## config.mk

```make
export PLATFORM = sky130hd
export DESIGN_NAME = timer_prescaler_select_core
export DESIGN_NICKNAME = d
export VERILOG_FILES = /design/src/design/tps_pkg.sv /design/src/design/tps_ctrl.sv /design/src/design/tps_datapath.sv /design/src/design/timer_prescaler_select_core.sv
export SDC_FILE = /design/constraint.sdc
export NUM_CORES = 2
export LEC_CHECK = 0
export BUFFER_PORTS_ARGS = -buffer_cell sky130_fd_sc_hd__buf_2
export CAP_MARGIN = 20
export CORE_MARGIN = 2
export CORE_UTILIZATION = 45
export CTS_BUF_LIST = sky130_fd_sc_hd__clkbuf_4 sky130_fd_sc_hd__clkbuf_8
export CTS_CLUSTER_SIZE = 30
export DETAILED_ROUTE_END_ITERATION = 12
export PLACE_DENSITY_LB_ADDON = 0.12
export SYNTH_ARGS = -nofsm -noshare
export SYNTH_HDL_FRONTEND = slang
export SYNTH_HIERARCHICAL = 1
export SYNTH_SLANG_ARGS = --single-unit
```

## constraint.sdc

```tcl
create_clock -name clk -period 18.32 [get_ports clk]
set_clock_uncertainty 0.15 [all_clocks]
set_input_delay 5.496 -clock clk [delete_from_list [all_inputs] [get_ports clk]]
set_output_delay 5.496 -clock clk [all_outputs]
set_load 0.02 [all_outputs]
```

## src/design/tps_pkg.sv

```systemverilog
// Shared types and constants for the timer prescaler select block.
// Used by the controller, the datapath and the top level; no dependencies.
package tps_pkg;

  localparam int CYCLES_W = 32;
  localparam int LIMIT_W  = 17;
  localparam int DIV_W    = 16;
  localparam int CMP_W    = 16;
  localparam int IDX_W    = 3;
  localparam int CFG_IDX_W = 3;
  localparam int CFG_DATA_W = 17;
  localparam int DIV_CNT_W = 5;

  localparam int TABLE_REGS       = 5;
  localparam int MAX_DIVISORS_DEF = 5;

  localparam logic [LIMIT_W-1:0] LIMIT_MIN = 17'd2;
  localparam logic [LIMIT_W-1:0] LIMIT_MAX = 17'd65536;

  // reset values of the configuration registers
  localparam logic [LIMIT_W-1:0] RST_LIMIT = 17'd256;
  localparam logic [IDX_W-1:0]   RST_COUNT = 3'd5;
  localparam logic [DIV_W-1:0]   RST_DIV0  = 16'd1;
  localparam logic [DIV_W-1:0]   RST_DIV1  = 16'd8;
  localparam logic [DIV_W-1:0]   RST_DIV2  = 16'd64;
  localparam logic [DIV_W-1:0]   RST_DIV3  = 16'd256;
  localparam logic [DIV_W-1:0]   RST_DIV4  = 16'd1024;

  // configuration register indexes
  localparam logic [CFG_IDX_W-1:0] REG_LIMIT = 3'd0;
  localparam logic [CFG_IDX_W-1:0] REG_COUNT = 3'd1;
  localparam logic [CFG_IDX_W-1:0] REG_DIV0  = 3'd2;
  localparam logic [CFG_IDX_W-1:0] REG_DIV1  = 3'd3;
  localparam logic [CFG_IDX_W-1:0] REG_DIV2  = 3'd4;
  localparam logic [CFG_IDX_W-1:0] REG_DIV3  = 3'd5;
  localparam logic [CFG_IDX_W-1:0] REG_DIV4  = 3'd6;

  // commands from the controller to the datapath
  typedef struct packed {
    logic load;       // latch request, restart table scan
    logic prod;       // form limit * divisor for current entry
    logic next;       // advance to next table entry
    logic div_start;  // entry fits, prepare the divider
    logic div_step;   // one restoring divide step
    logic finish;     // form result and strobe it out
  } tps_cmd_t;

  // status from the datapath to the controller
  typedef struct packed {
    logic fit;        // request below limit * divisor
    logic last;       // current entry is the last valid one
    logic div_last;   // final divide step in progress
  } tps_stat_t;

endpackage

```

## src/design/tps_ctrl.sv

```systemverilog
// Controller state machine of the timer prescaler select block.
// Sequences table scan, divide and result; depends on tps_pkg.
module tps_ctrl (
  input  logic               clk,
  input  logic               rst_n,
  input  logic               start,
  output logic               busy,
  input  tps_pkg::tps_stat_t stat,
  output tps_pkg::tps_cmd_t  cmd
);
  import tps_pkg::*;

  typedef enum logic [4:0] {
    S_IDLE = 5'b00001,
    S_PROD = 5'b00010,
    S_TEST = 5'b00100,
    S_DIV  = 5'b01000,
    S_FIN  = 5'b10000
  } state_t;

  state_t state_r, state_nxt;

  always_ff @(posedge clk) begin
    if (!rst_n) begin
      state_r <= S_IDLE;
    end else begin
      state_r <= state_nxt;
    end
  end

  always_comb begin
    state_nxt = state_r;
    cmd       = '0;
    case (state_r)
      S_IDLE: begin
        if (start) begin
          cmd.load  = 1'b1;
          state_nxt = S_PROD;
        end
      end
      S_PROD: begin
        cmd.prod  = 1'b1;
        state_nxt = S_TEST;
      end
      S_TEST: begin
        if (stat.fit) begin
          cmd.div_start = 1'b1;
          state_nxt     = S_DIV;
        end else if (stat.last) begin
          state_nxt = S_FIN;
        end else begin
          cmd.next  = 1'b1;
          state_nxt = S_PROD;
        end
      end
      S_DIV: begin
        cmd.div_step = 1'b1;
        if (stat.div_last) begin
          state_nxt = S_FIN;
        end
      end
      S_FIN: begin
        cmd.finish = 1'b1;
        state_nxt  = S_IDLE;
      end
      default: begin
        state_nxt = S_IDLE;
      end
    endcase
  end

  assign busy = (state_r != S_IDLE);

endmodule

```

## src/design/tps_datapath.sv

```systemverilog
// Datapath of the timer prescaler select block: configuration registers,
// limit product, bit-serial divider and result registers; depends on tps_pkg.
module tps_datapath #(
  parameter int MAX_DIVISORS = tps_pkg::MAX_DIVISORS_DEF
) (
  input  logic                             clk,
  input  logic                             rst_n,
  input  logic                             cfg_we,
  input  logic [tps_pkg::CFG_IDX_W-1:0]    cfg_index,
  input  logic [tps_pkg::CFG_DATA_W-1:0]   cfg_data,
  input  logic [tps_pkg::CYCLES_W-1:0]     in_requested_cycles,
  input  tps_pkg::tps_cmd_t                cmd,
  output tps_pkg::tps_stat_t               stat,
  output logic                             out_valid,
  output logic [tps_pkg::CMP_W-1:0]        out_compare_value,
  output logic [tps_pkg::DIV_W-1:0]        out_chosen_divisor,
  output logic [tps_pkg::IDX_W-1:0]        out_chosen_index,
  output logic [tps_pkg::CYCLES_W-1:0]     out_achieved_cycles,
  output logic                             out_clamped
);
  import tps_pkg::*;

  localparam int CAP = (MAX_DIVISORS < TABLE_REGS) ? MAX_DIVISORS : TABLE_REGS;
  localparam logic [IDX_W-1:0] CAP_N = IDX_W'(CAP);
  localparam int PROD_W = LIMIT_W + DIV_W;

  // configuration registers
  logic [LIMIT_W-1:0] limit_r;
  logic [IDX_W-1:0]   count_r;
  logic [DIV_W-1:0]   div_tab_r [TABLE_REGS];

  always_ff @(posedge clk) begin
    if (!rst_n) begin
      limit_r      <= RST_LIMIT;
      count_r      <= RST_COUNT;
      div_tab_r[0] <= RST_DIV0;
      div_tab_r[1] <= RST_DIV1;
      div_tab_r[2] <= RST_DIV2;
      div_tab_r[3] <= RST_DIV3;
      div_tab_r[4] <= RST_DIV4;
    end else if (cfg_we) begin
      case (cfg_index)
        REG_LIMIT: limit_r      <= cfg_data[LIMIT_W-1:0];
        REG_COUNT: count_r      <= cfg_data[IDX_W-1:0];
        REG_DIV0:  div_tab_r[0] <= cfg_data[DIV_W-1:0];
        REG_DIV1:  div_tab_r[1] <= cfg_data[DIV_W-1:0];
        REG_DIV2:  div_tab_r[2] <= cfg_data[DIV_W-1:0];
        REG_DIV3:  div_tab_r[3] <= cfg_data[DIV_W-1:0];
        REG_DIV4:  div_tab_r[4] <= cfg_data[DIV_W-1:0];
        default: ;
      endcase
    end
  end

  // effective limit and count
  logic [LIMIT_W-1:0] lim_eff;
  logic [IDX_W-1:0]   cnt_eff;

  always_comb begin
    if (limit_r < LIMIT_MIN) begin
      lim_eff = LIMIT_MIN;
    end else if (limit_r > LIMIT_MAX) begin
      lim_eff = LIMIT_MAX;
    end else begin
      lim_eff = limit_r;
    end
    if (count_r == '0) begin
      cnt_eff = IDX_W'(1);
    end else if (count_r > CAP_N) begin
      cnt_eff = CAP_N;
    end else begin
      cnt_eff = count_r;
    end
  end

  // working registers
  logic [CYCLES_W-1:0]  q_r;       // request, then quotient
  logic [DIV_W-1:0]     rem_r;
  logic [IDX_W-1:0]     idx_r;
  logic [PROD_W-1:0]    prod_r;
  logic [DIV_CNT_W-1:0] bit_cnt_r;
  logic                 clamp_r;

  logic [DIV_W-1:0] div_cur;

  always_comb begin
    case (idx_r)
      3'd0:    div_cur = div_tab_r[0];
      3'd1:    div_cur = div_tab_r[1];
      3'd2:    div_cur = div_tab_r[2];
      3'd3:    div_cur = div_tab_r[3];
      3'd4:    div_cur = div_tab_r[4];
      default: div_cur = '0;
    endcase
  end

  // restoring divide step
  logic [DIV_W:0] trial;
  logic           take;
  logic [DIV_W:0] trial_diff;

  assign trial      = {rem_r, q_r[CYCLES_W-1]};
  assign take       = (trial >= {1'b0, div_cur});
  assign trial_diff = trial - {1'b0, div_cur};

  always_ff @(posedge clk) begin
    if (cmd.load) begin
      q_r     <= in_requested_cycles;
      idx_r   <= '0;
      clamp_r <= 1'b1;
    end
    if (cmd.prod) begin
      prod_r <= PROD_W'(lim_eff) * PROD_W'(div_cur);
    end
    if (cmd.next) begin
      idx_r <= idx_r + IDX_W'(1);
    end
    if (cmd.div_start) begin
      rem_r     <= '0;
      bit_cnt_r <= '0;
      clamp_r   <= 1'b0;
    end
    if (cmd.div_step) begin
      rem_r     <= take ? trial_diff[DIV_W-1:0] : trial[DIV_W-1:0];
      q_r       <= {q_r[CYCLES_W-2:0], take};
      bit_cnt_r <= bit_cnt_r + DIV_CNT_W'(1);
    end
  end

  assign stat.fit      = ({1'b0, q_r} < prod_r);
  assign stat.last     = (idx_r == (cnt_eff - IDX_W'(1)));
  assign stat.div_last = (bit_cnt_r == {DIV_CNT_W{1'b1}});

  // result
  logic [CMP_W-1:0] cmp_sel;
  logic [LIMIT_W-1:0] lim_m1;

  assign lim_m1  = lim_eff - LIMIT_W'(1);
  assign cmp_sel = clamp_r ? lim_m1[CMP_W-1:0] : q_r[CMP_W-1:0];

  logic out_valid_r;

  always_ff @(posedge clk) begin
    if (!rst_n) begin
      out_valid_r <= 1'b0;
    end else begin
      out_valid_r <= cmd.finish;
    end
  end

  always_ff @(posedge clk) begin
    if (cmd.finish) begin
      out_compare_value   <= cmp_sel;
      out_chosen_divisor  <= div_cur;
      out_chosen_index    <= idx_r;
      out_achieved_cycles <= CYCLES_W'(cmp_sel) * CYCLES_W'(div_cur);
      out_clamped         <= clamp_r;
    end
  end

  assign out_valid = out_valid_r;

endmodule

```

## src/design/timer_prescaler_select_core.sv

```systemverilog
// Timer prescaler select, top level: controller plus datapath.
// Depends on tps_pkg, tps_ctrl and tps_datapath.
//
// Pulse start while busy is low to transfer a requested period. The block
// scans the divisor table in order, forming the limit product and then
// comparing for each entry, runs a bit-serial divide of the 32-bit request
// when an entry fits, and puts the result out for exactly one cycle with
// out_valid high; the receiver cannot stall it, so it must take the
// transfer in that cycle. busy is low again in the strobe cycle, so the
// next start may come then. Configuration writes take effect at once and
// belong only to idle periods.
module timer_prescaler_select_core #(
  parameter int MAX_DIVISORS = tps_pkg::MAX_DIVISORS_DEF
) (
  input  logic                           clk,
  input  logic                           rst_n,
  input  logic                           start,
  output logic                           busy,
  input  logic [tps_pkg::CYCLES_W-1:0]   in_requested_cycles,
  input  logic                           cfg_we,
  input  logic [tps_pkg::CFG_IDX_W-1:0]  cfg_index,
  input  logic [tps_pkg::CFG_DATA_W-1:0] cfg_data,
  output logic                           out_valid,
  output logic [tps_pkg::CMP_W-1:0]      out_compare_value,
  output logic [tps_pkg::DIV_W-1:0]      out_chosen_divisor,
  output logic [tps_pkg::IDX_W-1:0]      out_chosen_index,
  output logic [tps_pkg::CYCLES_W-1:0]   out_achieved_cycles,
  output logic                           out_clamped
);
  import tps_pkg::*;

  tps_cmd_t  cmd;
  tps_stat_t stat;

  tps_ctrl u_ctrl (
    .clk   (clk),
    .rst_n (rst_n),
    .start (start),
    .busy  (busy),
    .stat  (stat),
    .cmd   (cmd)
  );

  tps_datapath #(
    .MAX_DIVISORS (MAX_DIVISORS)
  ) u_datapath (
    .clk                 (clk),
    .rst_n               (rst_n),
    .cfg_we              (cfg_we),
    .cfg_index           (cfg_index),
    .cfg_data            (cfg_data),
    .in_requested_cycles (in_requested_cycles),
    .cmd                 (cmd),
    .stat                (stat),
    .out_valid           (out_valid),
    .out_compare_value   (out_compare_value),
    .out_chosen_divisor  (out_chosen_divisor),
    .out_chosen_index    (out_chosen_index),
    .out_achieved_cycles (out_achieved_cycles),
    .out_clamped         (out_clamped)
  );

endmodule

```

=== Yosys cells after proc, flatten, opt, wreduce, memory -nomap -nowiden ===
Memory sizes are Yosys's and may differ from the RTL's.
Index checks and enable logic that the tools add are counted.

* Muxes and demuxes: 55
* Order comparisons: 5
* Multipliers: 2
* Add/subtract/negate cells: 5
* Reduce and logical (&&, ||, !) cells: 9
* Eq/ne operators: 20
* Bitwise operators: 5

{| class="wikitable"
|+ Operator list
! kind !! count
|-
| two-way mux 16 bit || 9
|-
| case mux 16 bit (5 select lines) || 1
|-
| two-way mux 32 bit || 2
|-
| two-way mux 17 bit || 2
|-
| < comparator 32 x 33 -> 1 bit || 1
|-
| multiplier 17 x 16 -> 33 bit || 1
|-
| multiplier 16 x 16 -> 32 bit || 1
|-
| two-way mux 5 bit || 6
|-
| two-way mux 1 bit || 29
|-
| case mux 5 bit (4 select lines) || 1
|-
| >= comparator 17 x 16 -> 1 bit || 1
|-
| > comparator 17 bit, second input constant || 1
|-
| < comparator 17 x 2 -> 1 bit, second input constant || 1
|-
| subtractor 16 x 1 -> 16 bit, second input constant || 1
|-
| subtractor 16 bit || 1
|-
| == test 3 x 2 -> 1 bit, second input constant || 4
|-
| == test 3 bit, second input constant || 4
|-
| two-way mux 3 bit || 4
|-
| == test 5 bit, second input constant || 2
|-
| logical NOT 3 bit || 3
|-
| == test 3 x 1 -> 1 bit, second input constant || 2
|-
| AND reduction 2 bit || 3
|-
| nonzero test 2 bit || 3
|-
| adder 5 x 1 -> 5 bit, second input constant || 1
|-
| 12 further kinds || 17
|}

* Register bits after elaboration: 184
* Memories kept: 1
* Output and inout port bits: 70
* Word-level logic and storage cells: 117
* Bits of input ports: 56
* Bits in writable memories: 80

{| class="wikitable"
|+ Memories
! memory !! depth !! width !! read ports !! clocked after memory_dff !! wr ports !! line !! text
|-
| u_datapath.div_tab_r || 5 || 16 || 5 || 0 || 5 || tps_datapath.sv:30 || <nowiki>logic [DIV_W-1:0] div_tab_r [TABLE_REGS];</nowiki>
|}

=== Longest topological paths before layout ===
* Word-level depth: 10
* Gate-level depth with buffers: 39
* Depth with buffers taken out: 35

=== By module ===
The synthesis kept the hierarchy.

{| class="wikitable"
|+ By module, submodules not included
! module !! cells each !! sequential area each (µm²) !! area each (µm²) !! instances
|-
| tps_datapath || 2945 || 7557.2 || 28675.0 || 1
|-
| tps_ctrl || 42 || 100.1 || 390.4 || 1
|}

=== Worst setup path before layout ===
Ideal clock, no wire load.

* Kind: reg2reg
* From: register u_datapath.limit_r[1]
* To: register u_datapath/out_achieved_cycles[29] (netlist bit), data pin
* Path slack: 9.483 ns
* Cell stages (with the launch flop): 38
* Clock period less this slack: 8.837 ns
* Data required time: 17.912 ns
* Library setup time: 0.258 ns
* Arrival time: 8.429 ns
* Cells stage by stage: dfxtp_1 -> or4_4 -> nor2_1 -> and3_1 -> buf_2 -> nor2_1 -> nor2_1 -> inv_1 -> clkbuf_1 -> ha_1 -> clkbuf_1 -> nand2_1 -> o21ai_0 -> o21ai_0 -> nand3_1 -> o21ai_1 -> clkbuf_1 -> nand2_1 -> (+2 left out) -> fa_1 -> inv_1 -> fa_1 -> fa_1 -> inv_1 -> fa_1 -> inv_1 -> ha_1 -> and4_1 -> nand2_1 -> o311ai_1 -> o2111ai_1 -> and3_1 -> nor3_1 -> a41o_1 -> a311o_1 -> a21oi_1 -> xnor2_1

* Longest elaborated chain between the ends: 6
* Elaborated cells on any way between the ends: 7

{| class="wikitable"
|+ RTL lines
! item !! line !! text
|-
| start: declaration || tps_datapath.sv:28 || <nowiki>logic [LIMIT_W-1:0] limit_r;</nowiki>
|-
| start signal: assignment || tps_datapath.sv:43 || <nowiki>REG_LIMIT: limit_r <= cfg_data[LIMIT_W-1:0];</nowiki>
|-
| > comparator 17 bit || tps_datapath.sv:62 || <nowiki>end else if (limit_r > LIMIT_MAX) begin</nowiki>
|-
| two-way mux 17 bit || tps_datapath.sv:62 ||
|-
| two-way mux 17 bit (*) || tps_datapath.sv:60 || <nowiki>if (limit_r < LIMIT_MIN) begin</nowiki>
|-
| subtractor 16 x 1 -> 16 bit (*) || tps_datapath.sv:138 || <nowiki>assign lim_m1 = lim_eff - LIMIT_W'(1);</nowiki>
|-
| two-way mux 16 bit (*) || tps_datapath.sv:139 || <nowiki>assign cmp_sel = clamp_r ? lim_m1[CMP_W-1:0] : q_r[CMP_W-1:0];</nowiki>
|-
| named net u_datapath.cmp_sel[12] || tps_datapath.sv:135 || <nowiki>logic [CMP_W-1:0] cmp_sel;</nowiki>
|-
| multiplier 16 x 16 -> 32 bit (*) || tps_datapath.sv:156 || <nowiki>out_achieved_cycles <= CYCLES_W'(cmp_sel) * CYCLES_W'(div_cur);</nowiki>
|-
| end signal: assignment || tps_datapath.sv:156 ||
|-
| end: declaration || tps_datapath.sv:18 || <nowiki>output logic [tps_pkg::CYCLES_W-1:0] out_achieved_cycles,</nowiki>
|}

The timed path passes the listed nets; every way through them passes the cells marked *.
A chain may end at the register's enable or synchronous reset.

=== Worst setup path in the final report ===
* From: register u_datapath.limit_r[8]
* To: register u_datapath/out_achieved_cycles[31] (netlist bit), data pin

The elaborated chain is that of the path after synthesis.

==> flow_summary.json <==
{
  "synth_cell_types": 80,
  "globalplace.congestion": 0.8886,
  "drtAntennaViolNets": 0,
  "synth_ff_type": "edfxtp_1",
  "yosys.area.top_type_share": 0.2776,
  "postSynthCellCount": 2987,
  "drt-initial-drc-count": 1517,
  "die-area_um2": 66640,
  "period_needed_ns": 10.22,
  "wl_mm": 84.50,
  "rsz0062_at_grt": "no",
  "core_region_area_um2": 64120,
  "synth.avg_cell_area_um2": 9.731,
  "cts_made_buffers": 51,
  "synthToLayoutAreaGrowth_pct": 9.453,
  "grt_max_degree": 59,
  "worst_slew_pin_slew_ns": 1.117,
  "clockBufferDepth": 3,
  "synth_area_leaders": "fa_1 28%, edfxtp_1 24%, ha_1 11%, inv_1 7.0%, nand2_1 5.5%",
  "ir_drop_uv": 203.6,
  "drc": 0,
  "synth_edf_count": 237,
  "path_buf_inv": 3,
  "layout_common_cells": "540 x inv_1, 425 x nand2_1, 403 x fa_1",
  "grt_overflow": 0,
  "setup_tns_ns": 0,
  "synth.net_count": 3711,
  "start_util": 0.4533,
  "post-route-period-util": 0.5577,
  "holdCritPathClass": "reg2reg",
  "ys_ff_latch": 264,
  "crit_path_end_kind": "flop",
  "track_usage": 0.2590,
  "clk_pin_slew_ns": 0.07,
  "holdBufCountCts": 0,
  "power_mw": 4.381,
  "crit_path_frequent_cell": "fa_1",
  "crit_type": "reg2reg",
  "yosysSeqAreaShare": 0.2635,
  "status": "finished, final reports clean",
  "crit_slowest_cell": "fa_1",
  "wl_per_cell_um": 21.21,
  "dp_hpwl_mm": 63.63,
  "num_rows": 93,
  "cts_tree": "done",
  "async_flop_share": 0,
  "arrival_ns": 10.43,
  "clockRootBuffer": "clkbuf_8",
  "layout-drive-gt1-share": 0.1084,
  "worst-path-max-fanout": 13,
  "grt_pass1_wl_mm": 131.0,
  "fp.dieH_um": 258.1,
  "synth_area_um2": 29070,
  "cp_top_family": "adder cells",
  "portBuffers": 125,
  "antenna_found_initial": 1,
  "clock_latency_ns": 0.67,
  "grt_pass1_vias": 22520,
  "via_count": 21260,
  "ios": 126,
  "fmax_mhz": 97.87,
  "cp_slowest_stage_delay_ns": 0.59,
  "first_pass_iters": 5,
  "post_drt_via_cell_ratio": 5.337,
  "critPathRequiredTime_ns": 18.53,
  "start_kind": "flop",
  "slew_viol_final": 0,
  "p_leak_nw": 15.12,
  "p_per_area_nw_per_um2": 137.7,
  "ys_warn_count": 6,
  "maxSlewHeadroom": 0.2553,
  "cap_violations": 0,
  "die_w_um": 258.1,
  "cts.repair.resized": 0,
  "final_common_cell": "inv_1",
  "setup-violations-final": 0,
  "synth_top_cell_by_area": "fa_1",
  "cts_setup_buffers": 0,
  "hold_violations": 0,
  "h-tree-depth": 2,
  "clock-sinks": 264,
  "nets": 3812
}
## cells in the mapped netlist (all sizes together), types with 4 or more instances
library cell    n
inv           543
nand2         426
fa            403
nor2          289
ha            265
edfxtp        237
clkbuf        100
a21oi          71
and2           58
o21ai          56
xnor2          49
a21o           39
mux2           34
nand2b         29
nor2b          29
buf            27
dfxtp          27
nand4          25
nand3          23
xor2           23
o21a           21
a21boi         18
a22oi          17
nor3           17
mux2i          15
a211oi         12
a31oi          11
and3            9
and4            9
o211ai          9
o21bai          9
clkinv          8
nor4            7
or2             6
or3             6
or4             4
## final timing paths
path                                             from                                  to  slack (ns)  cells after the start
worst min register to register     u_datapath/clamp_r                  u_datapath/clamp_r        0.33                      2
worst max-delay path            u_datapath/limit_r[8]  u_datapath/out_achieved_cycles[31]        8.10                     30
worst min-delay path               u_datapath/clamp_r                  u_datapath/clamp_r        0.33                      2
worst max register to register  u_datapath/limit_r[8]  u_datapath/out_achieved_cycles[31]        8.10                     30
## per-layer routing
layer	part of all wire	GRT usage	vias up
met1	0.42	0.3394	10670
met2	0.48	0.4413	714
li1	-	-	9710
met4	0.036	0.08943	0
met3	0.061	0.03583	171
met5	0	0	-
## where the power goes
group	switching [mW]	internal (mW)
logic	1.70	1.19
clock network	0.283	0.371
registers	0.0133	0.816
total	2.00	2.38
## sequential cells by signal, indices dropped and copies added, names as in the netlist
signal,count
u_datapath/out_chosen_index,3
u_datapath/limit_r,17
u_datapath/bit_cnt_r,5
u_datapath/out_clamped,1
u_datapath/out_achieved_cycles,32
u_ctrl/state_r,5
u_datapath/q_r,32
u_datapath/count_r,3
u_datapath/div_tab_r,80
u_datapath/out_chosen_divisor,16
u_datapath/out_compare_value,16
u_datapath/rem_r,16
u_datapath/idx_r,3
u_datapath/out_valid,1
u_datapath/clamp_r,1
u_datapath/prod_r,33
## metrics by stage
stage               hold WS [ns]  utilization  std cells  instance area [um2]  setup slack [ns]
global route              0.3803       0.4962       3984                31810             7.515
floorplan                 0.2744            -       2987                29070             9.483
finish                    0.3275       0.4962       3984                31810             8.102
CTS                       0.3352       0.4955       3980                31770             8.211
global placement          0.3034       0.4780       3887                30650             8.615
detailed placement        0.3198       0.4780       3887                30650             8.296
## cell type report
| cell class | instances | area [um2] |
|---|---|---|
| Tap cell | 855 | 1070 |
| Clock buffer | 64 | 824.5 |
| Inverter | 551 | 2068 |
| Fill cell | 5979 | 32300 |
| Multi-Input combinational cell | 2045 | 18870 |
| Antenna cell | 1 | 2.502 |
| Timing Repair Buffer | 175 | 1020 |
| Sequential cell | 264 | 7657 |
| Clock inverter | 29 | 297.8 |
## tightest hold or removal path: stages, from the launching register on
cell and delay, ns:
dfxtp_1 0.33, nor2_1 0.05, nor2_1 0.07
## logic make-up (layout without fill, tap and decap cells)
kind of cell / Yosys count / count (layout) / share of synthesized area
other cells: 0 / 1 / 0
xor+xnor: 72 / 72 / 0.02170
compound gates: 305 / 305 / 0.07090
flops: 264 / 264 / 0.2635
fa+ha+maj: 668 / 668 / 0.3916
simple gates: 951 / 951 / 0.1445
mux: 49 / 49 / 0.01877
buf+inv: 678 / 819 / 0.08907
Power figures use the tool's default switching activity.
